[src/rtl/utc_pkg.sv]
package utc_pkg;

  localparam int unsigned UnitWidth  = 16;
  localparam int unsigned ByteWidth  = 8;
  localparam int unsigned AccWidth   = 31;
  localparam int unsigned MaxBytes   = 4;
  localparam int unsigned CountWidth = 3;

  // Register indexes on the configuration port.
  localparam logic REG_DIRECTION = 1'b0;
  localparam logic REG_SWAP      = 1'b1;

  // Conversion directions.
  localparam logic DIR_DECODE = 1'b0;
  localparam logic DIR_ENCODE = 1'b1;

  localparam logic [7:0] CONT_MARK    = 8'h80;
  localparam logic [7:0] CONT_MASK    = 8'h3F;
  localparam logic [7:0] LEAD2_MARK   = 8'hC0;
  localparam logic [7:0] LEAD3_MARK   = 8'hE0;
  localparam logic [7:0] LEAD_MASK    = 8'h7F;
  localparam logic [15:0] ONE_BYTE_MAX = 16'h007F;
  localparam logic [15:0] TWO_BYTE_MAX = 16'h07FF;

  typedef logic [ByteWidth-1:0] byte_t;

  // Bytes produced by one word; entry 0 leaves first.
  typedef struct packed {
    logic [CountWidth-1:0]          cnt;
    logic [MaxBytes-1:0][ByteWidth-1:0] bytes;
    logic                           eos;
    logic                           pd;
  } result_t;

endpackage

[src/rtl/utc_in_if.sv]
interface utc_in_if;
  logic                            valid;
  logic                            ready;
  logic [utc_pkg::UnitWidth-1:0]   in_value;

  modport source (output valid, output in_value, input ready);
  modport sink   (input valid, input in_value, output ready);
endinterface

[src/rtl/utc_out_if.sv]
interface utc_out_if;
  logic                          valid;
  logic                          ready;
  logic [utc_pkg::ByteWidth-1:0] out_byte;
  logic                          last_of_run;
  logic                          end_of_string;
  logic                          partial_dropped;

  modport source (output valid, output out_byte, output last_of_run,
                  output end_of_string, output partial_dropped, input ready);
  modport sink   (input valid, input out_byte, input last_of_run,
                  input end_of_string, input partial_dropped, output ready);
endinterface

[src/rtl/utf8_ucs_transcoder_core.sv]
// Channel   Dir  Word                       Notes
// stream    in   in_value[15:0]             UTF-8 byte in [7:0] or 16-bit code unit
// result    out  out_byte, flags            one output byte per transfer
// apb       cfg  direction, swap_unit_bytes registers at 0x0 and 0x4
//
// A word is taken into an input register, converted combinationally into a
// result buffer of up to four bytes, and the buffer drains one byte per cycle
// while the result side is ready. The input register holds the next word while
// the buffer drains, and the buffer reloads as its last byte is taken; the single
// output byte port limits the sustained rate. rst is synchronous and clears the
// sequence state, the registers and all valid flags. Both sides may stall freely.
module utf8_ucs_transcoder_core (
  input  logic         clk,
  input  logic         rst,
  utc_in_if.sink       stream,
  utc_out_if.source    result,
  input  logic         psel,
  input  logic         penable,
  input  logic         pwrite,
  input  logic [2:0]   paddr,
  input  logic [31:0]  pwdata,
  output logic [31:0]  prdata,
  output logic         pready
);

  logic direction;
  logic swap_unit_bytes;

  logic                                hold_valid;
  logic [utc_pkg::UnitWidth-1:0]       hold_value;
  logic                                hold_move;

  logic [2:0]                          seq_len, seq_len_next;
  logic [2:0]                          rem, rem_next;
  logic [utc_pkg::AccWidth-1:0]        acc, acc_next;

  logic [utc_pkg::CountWidth-1:0]      buf_cnt;
  logic [utc_pkg::MaxBytes-1:0][utc_pkg::ByteWidth-1:0] buf_bytes;
  logic                                buf_eos;
  logic                                buf_pd;
  logic                                buf_free;
  logic                                take;

  utc_pkg::result_t res;

  // Configuration port.
  assign pready = 1'b1;

  always_ff @(posedge clk) begin
    if (rst) begin
      direction       <= utc_pkg::DIR_DECODE;
      swap_unit_bytes <= 1'b0;
    end else if (psel && penable && pwrite) begin
      unique case (paddr[2])
        utc_pkg::REG_DIRECTION: direction       <= pwdata[0];
        utc_pkg::REG_SWAP:      swap_unit_bytes <= pwdata[0];
        default: ;
      endcase
    end
  end

  always_comb begin
    prdata = '0;
    unique case (paddr[2])
      utc_pkg::REG_DIRECTION: prdata[0] = direction;
      utc_pkg::REG_SWAP:      prdata[0] = swap_unit_bytes;
      default: ;
    endcase
  end

  // Handshakes.
  assign take      = result.valid && result.ready;
  assign buf_free  = (buf_cnt == '0) || (take && buf_cnt == 3'd1);
  assign hold_move = hold_valid && buf_free;
  assign stream.ready = !hold_valid || buf_free;

  always_ff @(posedge clk) begin
    if (rst) begin
      hold_valid <= 1'b0;
    end else if (stream.ready) begin
      hold_valid <= stream.valid;
    end
  end

  always_ff @(posedge clk) begin
    if (stream.valid && stream.ready) begin
      hold_value <= stream.in_value;
    end
  end

  function automatic logic [1:0][7:0] order_half(input logic [15:0] half, input logic swap);
    logic [1:0][7:0] r;
    if (swap) begin
      r[0] = half[7:0];
      r[1] = half[15:8];
    end else begin
      r[0] = half[15:8];
      r[1] = half[7:0];
    end
    return r;
  endfunction

  // Conversion of the held word.
  always_comb begin
    logic [15:0]                    v;
    logic [7:0]                     b;
    logic [2:0]                     n;
    logic                           drop;
    logic [utc_pkg::AccWidth-1:0]   acc_shift;

    res          = '0;
    seq_len_next = seq_len;
    rem_next     = rem;
    acc_next     = acc;
    v = (direction == utc_pkg::DIR_DECODE) ? {8'h00, hold_value[7:0]} : hold_value;
    b = hold_value[7:0];
    acc_shift = {acc[utc_pkg::AccWidth-7:0], b[5:0]};

    // Leading ones of the byte; drop marks 0xFE and 0xFF.
    drop = 1'b0;
    priority if (!b[7]) n = 3'd0;
    else if (!b[6])     n = 3'd1;
    else if (!b[5])     n = 3'd2;
    else if (!b[4])     n = 3'd3;
    else if (!b[3])     n = 3'd4;
    else if (!b[2])     n = 3'd5;
    else if (!b[1])     n = 3'd6;
    else begin
      n    = 3'd7;
      drop = 1'b1;
    end

    if (v == '0) begin
      res.eos      = 1'b1;
      res.pd       = (rem != '0);
      res.cnt      = (direction == utc_pkg::DIR_DECODE) ? 3'd2 : 3'd1;
      seq_len_next = '0;
      rem_next     = '0;
      acc_next     = '0;
    end else if (direction == utc_pkg::DIR_DECODE) begin
      if (n == 3'd0) begin
        seq_len_next   = '0;
        rem_next       = '0;
        acc_next       = '0;
        res.bytes[1:0] = order_half({8'h00, b}, swap_unit_bytes);
        res.cnt        = 3'd2;
      end else if (n == 3'd1) begin
        // Continuation bytes with no open sequence are ignored.
        if (rem != '0) begin
          acc_next = acc_shift;
          rem_next = rem - 3'd1;
          if (rem == 3'd1) begin
            if (seq_len <= 3'd3) begin
              res.bytes[1:0] = order_half(acc_shift[15:0], swap_unit_bytes);
              res.cnt        = 3'd2;
            end else begin
              res.bytes[1:0] = order_half({1'b0, acc_shift[30:16]}, swap_unit_bytes);
              res.bytes[3:2] = order_half(acc_shift[15:0], swap_unit_bytes);
              res.cnt        = 3'd4;
            end
            seq_len_next = '0;
            acc_next     = '0;
          end
        end
      end else if (!drop) begin
        seq_len_next = n;
        rem_next     = n - 3'd1;
        acc_next     = {23'd0, b & (utc_pkg::LEAD_MASK >> n)};
      end
    end else begin
      if (v <= utc_pkg::ONE_BYTE_MAX) begin
        res.bytes[0] = v[7:0];
        res.cnt      = 3'd1;
      end else if (v <= utc_pkg::TWO_BYTE_MAX) begin
        res.bytes[0] = utc_pkg::LEAD2_MARK | {3'b000, v[10:6]};
        res.bytes[1] = utc_pkg::CONT_MARK | (v[7:0] & utc_pkg::CONT_MASK);
        res.cnt      = 3'd2;
      end else begin
        res.bytes[0] = utc_pkg::LEAD3_MARK | {4'h0, v[15:12]};
        res.bytes[1] = utc_pkg::CONT_MARK | {2'b00, v[11:6]};
        res.bytes[2] = utc_pkg::CONT_MARK | (v[7:0] & utc_pkg::CONT_MASK);
        res.cnt      = 3'd3;
      end
    end
  end

  always_ff @(posedge clk) begin
    if (rst) begin
      seq_len <= '0;
      rem     <= '0;
      acc     <= '0;
    end else if (hold_move) begin
      seq_len <= seq_len_next;
      rem     <= rem_next;
      acc     <= acc_next;
    end
  end

  // Result buffer; bytes shift towards entry 0 as they are taken.
  always_ff @(posedge clk) begin
    if (rst) begin
      buf_cnt <= '0;
    end else if (hold_move) begin
      buf_cnt <= res.cnt;
    end else if (take) begin
      buf_cnt <= buf_cnt - 3'd1;
    end
  end

  always_ff @(posedge clk) begin
    if (hold_move) begin
      buf_bytes <= res.bytes;
      buf_eos   <= res.eos;
      buf_pd    <= res.pd;
    end else if (take) begin
      buf_bytes <= {8'h00, buf_bytes[3:1]};
    end
  end

  assign result.valid           = (buf_cnt != '0);
  assign result.out_byte        = buf_bytes[0];
  assign result.last_of_run     = (buf_cnt == 3'd1);
  assign result.end_of_string   = buf_eos;
  assign result.partial_dropped = buf_pd;

endmodule

[src/flat_wrapper.sv]
// flat-port wrapper written by rule: the top's interface ports become plain ports
module utf8_ucs_transcoder_core_flat 
  (clk, rst, psel, penable, pwrite, paddr, pwdata, prdata, pready, stream_valid, stream_in_value, stream_ready, result_valid, result_out_byte, result_last_of_run, result_end_of_string, result_partial_dropped, result_ready);
  utc_in_if stream_i ();
  utc_out_if result_i ();
  input  logic clk;
  input  logic rst;
  input  logic psel;
  input  logic penable;
  input  logic pwrite;
  input  logic [2:0] paddr;
  input  logic [31:0] pwdata;
  output logic [31:0] prdata;
  output logic pready;
  input wire logic [$bits(stream_i.valid)-1:0] stream_valid;
  input wire logic [$bits(stream_i.in_value)-1:0] stream_in_value;
  output wire logic [$bits(stream_i.ready)-1:0] stream_ready;
  output wire logic [$bits(result_i.valid)-1:0] result_valid;
  output wire logic [$bits(result_i.out_byte)-1:0] result_out_byte;
  output wire logic [$bits(result_i.last_of_run)-1:0] result_last_of_run;
  output wire logic [$bits(result_i.end_of_string)-1:0] result_end_of_string;
  output wire logic [$bits(result_i.partial_dropped)-1:0] result_partial_dropped;
  input wire logic [$bits(result_i.ready)-1:0] result_ready;
  assign stream_i.valid = stream_valid;
  assign stream_i.in_value = stream_in_value;
  assign stream_ready = stream_i.ready;
  assign result_valid = result_i.valid;
  assign result_out_byte = result_i.out_byte;
  assign result_last_of_run = result_i.last_of_run;
  assign result_end_of_string = result_i.end_of_string;
  assign result_partial_dropped = result_i.partial_dropped;
  assign result_i.ready = result_ready;
  utf8_ucs_transcoder_core u_core (.clk(clk), .rst(rst), .stream(stream_i), .result(result_i), .psel(psel), .penable(penable), .pwrite(pwrite), .paddr(paddr), .pwdata(pwdata), .prdata(prdata), .pready(pready));
endmodule
[config.mk]
export PLATFORM = sky130hd
export DESIGN_NAME = utf8_ucs_transcoder_core_flat
export DESIGN_NICKNAME = d
export VERILOG_FILES = /design/src/rtl/utc_pkg.sv /design/src/rtl/utc_in_if.sv /design/src/rtl/utc_out_if.sv /design/src/rtl/utf8_ucs_transcoder_core.sv /design/src/flat_wrapper.sv
export SDC_FILE = /design/constraint.sdc
export NUM_CORES = 1
export LEC_CHECK = 0
export BUFFER_PORTS_ARGS = -buffer_cell sky130_fd_sc_hd__buf_2
export CORE_AREA = 2 2 123 125
export CTS_BUF_LIST = sky130_fd_sc_hd__clkbuf_8 sky130_fd_sc_hd__clkbuf_16
export DETAILED_ROUTE_END_ITERATION = 10
export DIE_AREA = 0 0 125 127
export GPL_TIMING_DRIVEN = 0
export PLACE_DENSITY = 0.59
export SYNTH_ARGS = -nofsm -noshare
export SYNTH_HDL_FRONTEND = slang
export SYNTH_SLANG_ARGS = --single-unit
[constraint.sdc]
create_clock -name clk -period 8.2 [get_ports clk]
set_input_delay 0.41 -clock clk [delete_from_list [all_inputs] [get_ports clk]]
set_output_delay 0.41 -clock clk [all_outputs]
set_load 0.02 [all_outputs]
# Yosys cells after proc, flatten, opt, wreduce, memory -nomap -nowiden
# Cells that the tools add are included.
classes:
  n_eq_ne: 7
  bitwise_logic: 2
  n_mux: 65
  order_cmp: 3
  reduce_logical: 19
  shift: 1
  n_addsub: 3
ops:
  columns: ["op", "n"]
  rows:
  - ["2-to-1 mux 25 bit", 7]
  - ["2-to-1 mux 16 bit", 9]
  - ["2-to-1 mux 35 bit", 3]
  - ["2-to-1 mux 32 bit", 3]
  - ["2-to-1 mux 3 bit", 26]
  - ["2-to-1 mux 24 bit", 1]
  - ["2-to-1 mux 8 bit", 3]
  - ["less-or-equal comparator 16 x 11 -> 1 bit (second input constant)", 1]
  - ["less-or-equal comparator 16 x 7 -> 1 bit (second input constant)", 1]
  - ["logical NOT 16 bit", 1]
  - ["2-to-1 mux 14 bit", 1]
  - ["equality test 3 x 1 -> 1 bit (second input constant)", 3]
  - ["2-to-1 mux 1 bit", 9]
  - ["subtractor 3 x 1 -> 3 bit (second input constant)", 3]
  - ["bitwise AND 8 bit", 1]
  - ["right shift 7 x 3 -> 8 bit (first input constant)", 1]
  - ["logical AND 1 bit", 6]
  - ["logical NOT 3 bit", 2]
  - ["nonzero test 3 bit", 2]
  - ["AND reduction 5 bit", 1]
  - ["2-to-1 mux 2 bit", 2]
  - ["!= test 4 x 1 -> 1 bit (second input constant)", 1]
  - ["!= test 4 x 2 -> 1 bit (second input constant)", 1]
  - ["!= test 4 bit (second input constant)", 1]
  - ["9 further kinds", 11]
word_totals:
  elab_cells: 114
  ff_bits: 87
  output_inout_bits: 46
  input_bits: 58

# Depth between registers and ports, before layout
# Gate-level depths: netlist of the first run.
depth:
  ltp_word: 14
  ltp_mapped: 16
  ltp_nobuf: 12

# Least setup slack after synthesis of the first run
# OpenSTA, ideal clock, no wires.
synth_path:
  kind: "reg2reg"
  startpoint: "reg u_core.hold_value[1] (netlist name)"
  endpoint: "reg u_core.acc[17] (netlist name)"
  path_slack_ns: 5.154
  setup_ns: 0.060
  n_path_buf: 4
  stages_incl_launch_ff: 17
  required_time_ns: 8.140
  arrival_time_ns: 2.985
  period_less_slack_ns: 3.046
  path_cell_list: "edfxtp_1 -> clkbuf_1 -> inv_1 -> a21boi_0 -> o21ai_0 -> a21oi_1 -> inv_1 -> ha_1 -> ha_1 -> buf_2 -> nor4bb_1 -> mux2i_2 -> and2_1 -> clkbuf_1 -> nor3_2 -> buf_6 -> a22o_1"
synth_between:
  elab_chain_cells: 12
  word_cells_on_any_way: 26
  cone_classes: "eq/ne: 4; mux: 19; reduce/logical: 3"
synth_rtl:
  columns: ["item", "line", "text"]
  rows:
  - ["from (decl)", "utf8_ucs_transcoder_core.sv:30", "logic [utc_pkg::UnitWidth-1:0] hold_value;"]
  - ["from (signal assigned)", "utf8_ucs_transcoder_core.sv:87", "hold_value <= stream.in_value;"]
  - ["2-to-1 mux 1 bit", "utf8_ucs_transcoder_core.sv:127", "else if (!b[1]) n = 3'd6;"]
  - ["2-to-1 mux 3 bit", "utf8_ucs_transcoder_core.sv:126", "else if (!b[2]) n = 3'd5;"]
  - ["2-to-1 mux 3 bit", "utf8_ucs_transcoder_core.sv:125", "else if (!b[3]) n = 3'd4;"]
  - ["2-to-1 mux 3 bit", "utf8_ucs_transcoder_core.sv:124", "else if (!b[4]) n = 3'd3;"]
  - ["2-to-1 mux 3 bit", "utf8_ucs_transcoder_core.sv:123", "else if (!b[5]) n = 3'd2;"]
  - ["2-to-1 mux 3 bit", "utf8_ucs_transcoder_core.sv:122", "else if (!b[6]) n = 3'd1;"]
  - ["2-to-1 mux 3 bit", "utf8_ucs_transcoder_core.sv:121", "priority if (!b[7]) n = 3'd0;"]
  - ["equality test 3 x 1 -> 1 bit", "utf8_ucs_transcoder_core.sv:147", "end else if (n == 3'd1) begin"]
  - ["2-to-1 mux 25 bit", "utf8_ucs_transcoder_core.sv:147", null]
  - ["2-to-1 mux 25 bit", "utf8_ucs_transcoder_core.sv:141", "if (n == 3'd0) begin"]
  - ["2-to-1 mux 25 bit", "utf8_ucs_transcoder_core.sv:140", "end else if (direction == utc_pkg::DIR_DECODE) begin"]
  - ["2-to-1 mux 25 bit", "utf8_ucs_transcoder_core.sv:133", "if (v == '0) begin"]
  - ["to (signal assigned)", "utf8_ucs_transcoder_core.sv:195", "acc <= acc_next;"]
  - ["to (decl)", "utf8_ucs_transcoder_core.sv:35", "logic [utc_pkg::AccWidth-1:0] acc, acc_next;"]
# Several ways; a longest one is shown, not always the timed one. The select of a mux whose other input is x is not followed.
# A chain may end at the register's enable or synchronous reset.

# Worst setup path after layout of the first run
layout_path:
  startpoint: "reg u_core.hold_value[1] (netlist name)"
  endpoint: "reg u_core.buf_bytes[21] (netlist name), data pin"
layout_between:
  elab_chain_cells: 13
  word_cells_on_any_way: 20
  cone_classes: "order compare: 2; eq/ne: 1; mux: 15; reduce/logical: 2"
layout_rtl:
  columns: ["item", "line", "text"]
  rows:
  - ["2-to-1 mux 1 bit", "utf8_ucs_transcoder_core.sv:127", null]
  - ["2-to-1 mux 3 bit", "utf8_ucs_transcoder_core.sv:126", null]
  - ["2-to-1 mux 3 bit", "utf8_ucs_transcoder_core.sv:125", null]
  - ["2-to-1 mux 3 bit", "utf8_ucs_transcoder_core.sv:124", null]
  - ["2-to-1 mux 3 bit", "utf8_ucs_transcoder_core.sv:123", null]
  - ["2-to-1 mux 3 bit", "utf8_ucs_transcoder_core.sv:122", null]
  - ["2-to-1 mux 3 bit", "utf8_ucs_transcoder_core.sv:121", null]
  - ["equality test 3 x 1 -> 1 bit", "utf8_ucs_transcoder_core.sv:147", null]
  - ["2-to-1 mux 35 bit", "utf8_ucs_transcoder_core.sv:147", null]
  - ["2-to-1 mux 16 bit", "utf8_ucs_transcoder_core.sv:141", null]
  - ["2-to-1 mux 24 bit", "utf8_ucs_transcoder_core.sv:140", null]
  - ["2-to-1 mux 32 bit *", "utf8_ucs_transcoder_core.sv:133", null]
  - ["2-to-1 mux 32 bit *", "utf8_ucs_transcoder_core.sv:211", "if (hold_move) begin"]
  - ["to (signal assigned)", "utf8_ucs_transcoder_core.sv:212", "buf_bytes <= res.bytes;"]
  - ["to (signal assigned)", "utf8_ucs_transcoder_core.sv:216", "buf_bytes <= {8'h00, buf_bytes[3:1]};"]
  - ["to (decl)", "utf8_ucs_transcoder_core.sv:38", "logic [utc_pkg::MaxBytes-1:0][utc_pkg::ByteWidth-1:0] buf_bytes;"]
# Every way passes the cells marked *; elsewhere a longest branch is shown, timed or not.

==> results of run 1 <==
==> worst paths after layout <==
kind | to | slack (ns)
max | u_core.buf_bytes[21] | 4.22
min | u_core.hold_value[7] | 0.23
max reg2reg | u_core.buf_bytes[21] | 4.22
min reg2reg | u_core.buf_cnt[0] | 0.48
==> final cells by class <==
cell class	instances	area, um2	share of cell area, %
repair buffers	38	190.2	3.283
clock inverters	7	50.05	0.8639
flip-flops and latches	85	2202	38.01
clock buffers	9	225.2	3.888
plain buffers	76	475.5	8.207
well taps	184	230.2	3.974
multi-input cells	344	2352	40.60
inverters	18	67.56	1.166
==> cells in the mapped netlist (all sizes together) (2+ instances only) <==
master	instances	area (um2)
buf	57	404.1
nand2	55	211.5
edfxtp	50	1501
dfxtp	35	700.7
mux2i	35	354.1
nor2	27	101.4
a21oi	22	110.1
a22o	19	166.4
clkbuf	19	71.32
o21ai	19	102.6
inv	17	63.81
ha	11	137.6
o221ai	10	87.58
a221oi	9	78.83
a32oi	9	78.83
nand3	7	35.03
o22ai	7	43.79
o41ai	7	61.31
mux2	6	67.56
nand2b	6	37.54
nand3b	5	37.54
nand4	5	46.29
nor3	5	41.29
nor4	5	61.31
a21boi	3	22.52
a32o	3	30.03
nor2b	3	18.77
or3	3	18.77
a211oi	2	15.01
a21o	2	15.01
a31oi	2	12.51
and2	2	12.51
conb	2	7.510
nor4b	2	32.53
o2111ai	2	17.52
o21a	2	22.52
o31ai	2	15.01
or4	2	15.01
==> critical path: cells and delay by family, from the launching register on <==
family / cells / cell delay (ns)
DFF: 1 / 0.33
buffers and inverters: 5 / 1.19
adders and majority gates: 2 / 0.37
AOI/OAI and AO/OA: 4 / 0.95
and+or+nand+nor: 2 / 0.96
==> metrics by stage <==
step | worst slack, ns | total power, mW | utilization, %
after floorplan | 5.154 | 1.000 | -
after global placement | 4.368 | 1.136 | 38.21
after detailed placement | 4.336 | 1.147 | 38.25
after CTS | 4.301 | 1.533 | 40.16
after global routing | 3.991 | 1.612 | 40.16
final | 4.221 | 1.527 | 40.16
==> per-layer routing <==
layer | share of wire [%] | vias up | global-route usage (%)
met5 | 0 | - | 0
met3 | 6.5 | 28 | 2.973
li1 | - | 1937 | -
met2 | 48 | 174 | 28.45
met4 | 2.6 | 0 | 8.039
met1 | 43 | 1981 | 22.37
==> report_power, final <==
| group | total (mW) | leakage (nW) | switching [mW] | internal (mW) |
|---|---|---|---|---|
| combinational | 0.503 | 1.33 | 0.324 | 0.179 |
| clock | 0.381 | 0.126 | 0.176 | 0.205 |
| sequential | 0.643 | 0.771 | 0.0440 | 0.599 |
==> cell families (layout without fill, tap and decap cells) <==
group	Yosys count	in the layout	share of synthesized area, %
muxes	41	41	8.469
adders and majority gates	11	11	2.764
xor gates and xnor gates	1	1	0.1760
buffers and inverters	94	148	10.91
AOI/OAI and AO/OA	127	127	19.00
and+or+nand+nor	132	132	14.30
DFF	85	85	44.23
other	2	32	0.1508
==> sequential cells by signal, summed over array words and instances, names as in the netlist <==
signal	cells
u_core.rem	3
u_core.result.end_of_string	1
u_core.buf_cnt	3
u_core.hold_value	16
u_core.result.partial_dropped	1
u_core.seq_len	1
u_core.acc	25
u_core.result.out_byte	8
u_core.buf_bytes	24
u_core.swap_unit_bytes	1
u_core.hold_valid	1
u_core.direction	1
==> placed cells by master (no fill, tap or decap), types with 10 or more instances in the layout <==
cell type and n:
nand2_1 53, edfxtp_1 50, buf_2 46, buf_4 44, dfxtp_1 35, mux2i_1 34
conb_1 32, nor2_1 27, a21oi_1 22, clkbuf_1 19, a22o_1 19, inv_1 17
o21ai_0 16, ha_1 11, o221ai_1 10
==> reports/qor.csv, run 1 <==
metric,value,unit
status,"finished, final reports clean",
Rows,44,
global route total overflow,0,
"Seq/Total Area, Yosys",44.23,%
Initial DRT Pass Iterations,5,
Vias,4120,
Final Instance Area,5793,um2
Arrival @ worst endpoint,4.18,ns
synthesized instance count,493,
H-tree depth,3,
period utilization,48.52,%
Post-synth EDFFs,50,
worst reg-to-reg path cell count,13,
clk slew on worst S/H paths,0.06,ns
worst path required time,8.40,ns
first-pass GRT wire length,21.40,mm
layout cells sized above 1,22.18,%
Worst-Margin Slew,1.306,ns
worst min-delay path startpoint,stream_in_value[7],
f_max,0.2513,GHz
"FF+latch count, synth",85,
MaxCap Viol Count,0,
I/O Pins,104,
clk sinks,85,
PwrDens,263.7,nW/um2
maximum clock insertion buffer count,2,
worst vdd ir,0.2421,mV
CTS root buffer,clkbuf_16,
DRT Wirelength,13.70,mm
worst hold path type,in -> reg,
post-CTS setup buffers,0,
crit path time final,3.979,ns
P&R area growth vs syn,16.36,%
die area,15880,um2
CTS tree,done,
Clock Skew,0.006928,ns
startpoint types,flop,
CP endpoint kind,flop,
hold_ws,0.2282,ns
routability congestion estimate,0.8712,
clock latency on the worst-skew pair,0.35,ns
Netlist cell types,65,
post-route insts no fill,761,
Reg2Reg Launch Point,u_core.hold_value[1],
hold depth,1,
Final ANT Viol Nets,0,
setup tns final,0,ns
"Async S/R FF share, synth",0,%
Total GRT Usage,17.31,%
largest net degree at the start of global routing,34,
Syn Area/Cell,10.10,um2
DP Wirelength,10.09,mm
CP max FO,10,
cts hold-fix bufs,0,
post-placement cell area,5518,um2
IO buf count,38,
relative slew slack,12.85,%
Diodes inserted,0,
Leak,2.229,nW
"Hold Violations, Final",0,
vias in the first global route,3909,
total core area,14420,um2
Mapped Area,4979,um2
die width,125,um
top_reg_cell synth,edfxtp_1,
kind of critical path,reg -> reg,
slowest CP cell,nor4_4,
Synth warnings,0,
placed cell count,745,
Slowest Stage Delay on Critical Path,0.56,ns
Starting DRT DRC Count,352,
Post-CTS Resized,0,
vias per inst,5.414,
worst setup path start,u_core.hold_value[1],
Slew Limit Fails,0,
CTS Buf Count,9,
unrepaired setup endpoints after global routing,no,
die height,127,um
worst-path cell chain,clkbuf_1 > inv_1 > a21boi_0 > o21ai_0 > a21oi_1 > inv_1 > ha_1 > ha_1 > buf_2 > nor4_4 > nand4_1 > clkbuf_1 > o22ai_1,
# fillers,1448,
initial antenna violation count,0,
Avg WL per Cell,18.00,um
Initial Utilization,34.52,%
Post-route DRC,0,
# nets final,641,
final setup vio count,0,
No activity file was read; power rests on OpenSTA's default activity.
==> inputs of run 2 (changes only) <==
--- a/config.mk
+++ b/config.mk
@@ -11,7 +11,7 @@
 export DETAILED_ROUTE_END_ITERATION = 10
 export DIE_AREA = 0 0 125 127
 export GPL_TIMING_DRIVEN = 0
-export PLACE_DENSITY = 0.59
+export PLACE_DENSITY = 0.61
 export SYNTH_ARGS = -nofsm -noshare
 export SYNTH_HDL_FRONTEND = slang
 export SYNTH_SLANG_ARGS = --single-unit
==> constraint.sdc (replaced) <==
create_clock -name clk -period 3.25 [get_ports clk]
set_input_delay 0.1625 -clock clk [delete_from_list [all_inputs] [get_ports clk]]
set_output_delay 0.1625 -clock clk [all_outputs]
set_load 0.02 [all_outputs]
==> run 2 against run 1 <==
  * Via count grew 3.8%
  * Worst setup slack worse by 4.1 ns
  * Hold slack got worse by 0.16 ns
  * Power rose to 2.6 times the previous value
  * First-iteration DRC count fell by 14%
  * Die area unchanged
  * Core utilization increased by 1.8 points
  * Final cell count rose by 3.0%
  * Sequential power increased to 2.5 times the previous value
  * Largest cell class unchanged
  * Critical endpoint is now u_core.result.out_byte[1]
  * Wire length is 1.9% higher
  * Non-clock buffer count increased by 23
  * Sequential share of layout area decreased by 1.7 points
==> reports/qor.csv, run 2 (synthesis results as in run 1) <==
metric,value,unit,change
status,"finished, final reports clean",,unchanged
routability congestion estimate,0.8654,,was 0.8712
setup slack at placement,-0.6741,ns,was 4.336 ns
worst setup path start,u_core.hold_value[2],,was u_core.hold_value[1]
Total GRT Usage,17.50,%,was 17.31%
hold_ws,0.07157,ns,was 0.2282 ns
CTS Buf Count,9,,unchanged
Reg2Reg Launch Point,u_core.hold_value[2],,was u_core.hold_value[1]
"most common cell after layout, fill and taps aside",buf_4,,was nand2_1
Post-route DRC,0,,unchanged
PwrDens,643.4,nW/um2,was 263.7 nW/um2
worst setup margin,0.09149,ns,was 4.221 ns
Initial DRT Pass Iterations,5,,unchanged
Rows,44,,unchanged
Slew Limit Fails,0,,unchanged
I/O Pins,104,,unchanged
Vias,4278,,was 4120
"Hold Violations, Final",0,,unchanged
period utilization,97.18,%,was 48.52%
post-placement cell area,5518,um2,unchanged
Leak,2.383,nW,was 2.229 nW
DRT Wirelength,13.96,mm,was 13.70 mm
DP Wirelength,10.04,mm,was 10.09 mm
clk sinks,85,,unchanged
Pint,2.544,mW,was 0.9837 mW
Power Total,3.897,mW,was 1.527 mW
Initial Utilization,34.52,%,unchanged
P&R area growth vs syn,21.66,%,was 16.36%
die height,127,um,unchanged
Final Instance Area,6057,um2,was 5793 um2
startpoint types,flop,,unchanged
# nets final,664,,was 641
CP max FO,10,,unchanged
largest net degree at the start of global routing,34,,unchanged
"Buf+Inv Stages, Crit Path",4,,was 5
final setup vio count,0,,unchanged
clock group share of total power,24.8,%,was 25.0%
Top Registers,"u_core.acc x25, u_core.buf_bytes x24, u_core.hold_value x16",,unchanged
IO buf count,38,,unchanged
Largest Register,u_core.acc,,unchanged
Seq pwr share,41.7,%,was 42.1%
H-tree depth,3,,unchanged
switch share,34.73,%,was 35.60%
first-pass GRT wire length,21.89,mm,was 21.40 mm
Starting DRT DRC Count,301,,was 352
MaxCap Viol Count,0,,unchanged
worst-path cell chain,clkbuf_4 > a21boi_2 > o21ai_0 > a21oi_2 > inv_1 > ha_1 > ha_1 > clkbuf_4 > and2_1 > clkbuf_1 > a221oi_2 > a2111oi_0 > a21o_1,,was clkbuf_1 > inv_1 > a21boi_0 > o21ai_0 > a21oi_1 > inv_1 > ha_1 > ha_1 > buf_2 > nor4_4 > nand4_1 > clkbuf_1 > o22ai_1
CTS root buffer,clkbuf_16,,unchanged
total core area,14420,um2,unchanged
Clock Skew,0.01093,ns,was 0.006928 ns
crit path time final,3.159,ns,was 3.979 ns
worst min-delay path startpoint,pwdata[0],,was stream_in_value[7]
Diodes inserted,0,,unchanged
vias in the first global route,4136,,was 3909
CP top delay family,compound AO/OA/AOI/OAI gates,,was buffers and inverters
CP endpoint kind,flop,,unchanged
clk slew on worst S/H paths,0.07,ns,was 0.06 ns
f_max,0.3166,GHz,was 0.2513 GHz
Slowest Stage Delay on Critical Path,0.41,ns,was 0.56 ns
Avg WL per Cell,17.81,um,was 18.00 um
clock latency on the worst-skew pair,0.35,ns,about the same
die width,125,um,unchanged
vias per inst,5.457,,was 5.414
combinational power share,33.5,%,was 32.9%
relative slew slack,16.52,%,was 12.85%
Arrival @ worst endpoint,3.26,ns,was 4.18 ns
Worst-Margin Slew,1.251,ns,was 1.306 ns
"commonest non-fill, non-tap cells in the layout","buf_4, nand2_1, edfxtp_1",,"was nand2_1, edfxtp_1, buf_2"
kind of critical path,reg -> reg,,unchanged
CTS tree,done,,unchanged
initial antenna violation count,0,,unchanged
slowest CP cell,edfxtp_1,,was nor4_4
worst hold path type,in -> reg,,unchanged
global route total overflow,0,,unchanged
layout cells sized above 1,24.00,%,was 22.18%
die area,15880,um2,unchanged
Largest register FFs,25,,unchanged
worst path required time,3.35,ns,was 8.40 ns
setup tns final,0,ns,unchanged
worst vdd ir,0.3923,mV,was 0.2421 mV
maximum clock insertion buffer count,2,,unchanged
Net Sw Power,1.354,mW,was 0.5437 mW
Final ANT Viol Nets,0,,unchanged
==> run 2: cell count changes in the layout (fill, tap and decap cells not counted), moves of 2 or more <==
cell,change
dlygate4sd3_1,+16
clkinv_2,+2
clkbuf_1,-6
inv_1,+4
clkinvlp_4,-2
buf_4,+10
clkinv_4,-2
clkbuf_4,+2
==> run 2: area by class of cell <==
class,count,area [um2]
inverter,18,67.56
clock inverter,6,25.02
timing repair buffer,63,417.9
clock buffer,10,250.2
fill,1440,8367
buffer,74,480.5
multi-input combinational,344,2384
sequential,85,2202
tap,184,230.2
==> run 2: power groups by stage <==
stage                     Sequential [mW]  Combinational (mW)  Clock (mW)
after floorplan                      1.61               0.914           0
after global placement               1.64                1.22           0
after detailed placement             1.65                1.25           0
after CTS                            1.63                1.28       0.977
after global routing                 1.65                1.42        1.03
final                                1.63                1.31       0.967
==> run 2: repair_timing <==
action | in CTS | in global routing
cloned | 0 | 0
setup buffers | 5 | 4
hold buffers | 16 | 0
resized for setup | 10 | 9
pin swaps | 3 | 4
setup endpoints to repair | 62 | 42
hold endpoints to repair | 16 | 0
==> run 2: worst paths after layout <==
check | to | slack [ns] | depth (start not counted)
hold / removal | u_core.direction | 0.07 | 3
setup reg to reg | u_core.result.out_byte[1] | 0.09 | 13
hold reg to reg | u_core.buf_cnt[0] | 0.49 | 1
setup / recovery | u_core.result.out_byte[1] | 0.09 | 13
==> run 2: metrics by stage <==
step / cells / utilization [%]
after CTS: 780 / 41.68
after global placement: 745 / 38.21
after global routing: 784 / 41.99
final: 784 / 41.99
after detailed placement: 745 / 38.25
after floorplan: 523 / -
==> run 2: tightest hold or removal path: cells and delay by family <==
kind | cells | cell delay [ns]
AOI/OAI and AO/OA | 1 | 0.05
buffers and inverters | 1 | 0.11
and+or+nand+nor | 1 | 0.05
==> run 2: per-layer routing <==
layer  wire (um)  vias up  track usage [%]
met1        6010     2082            22.79
met2        6592      190            28.87
met5           0        -                0
met3        1045       30            3.601
li1            -     1976                -
met4         314        0            6.536
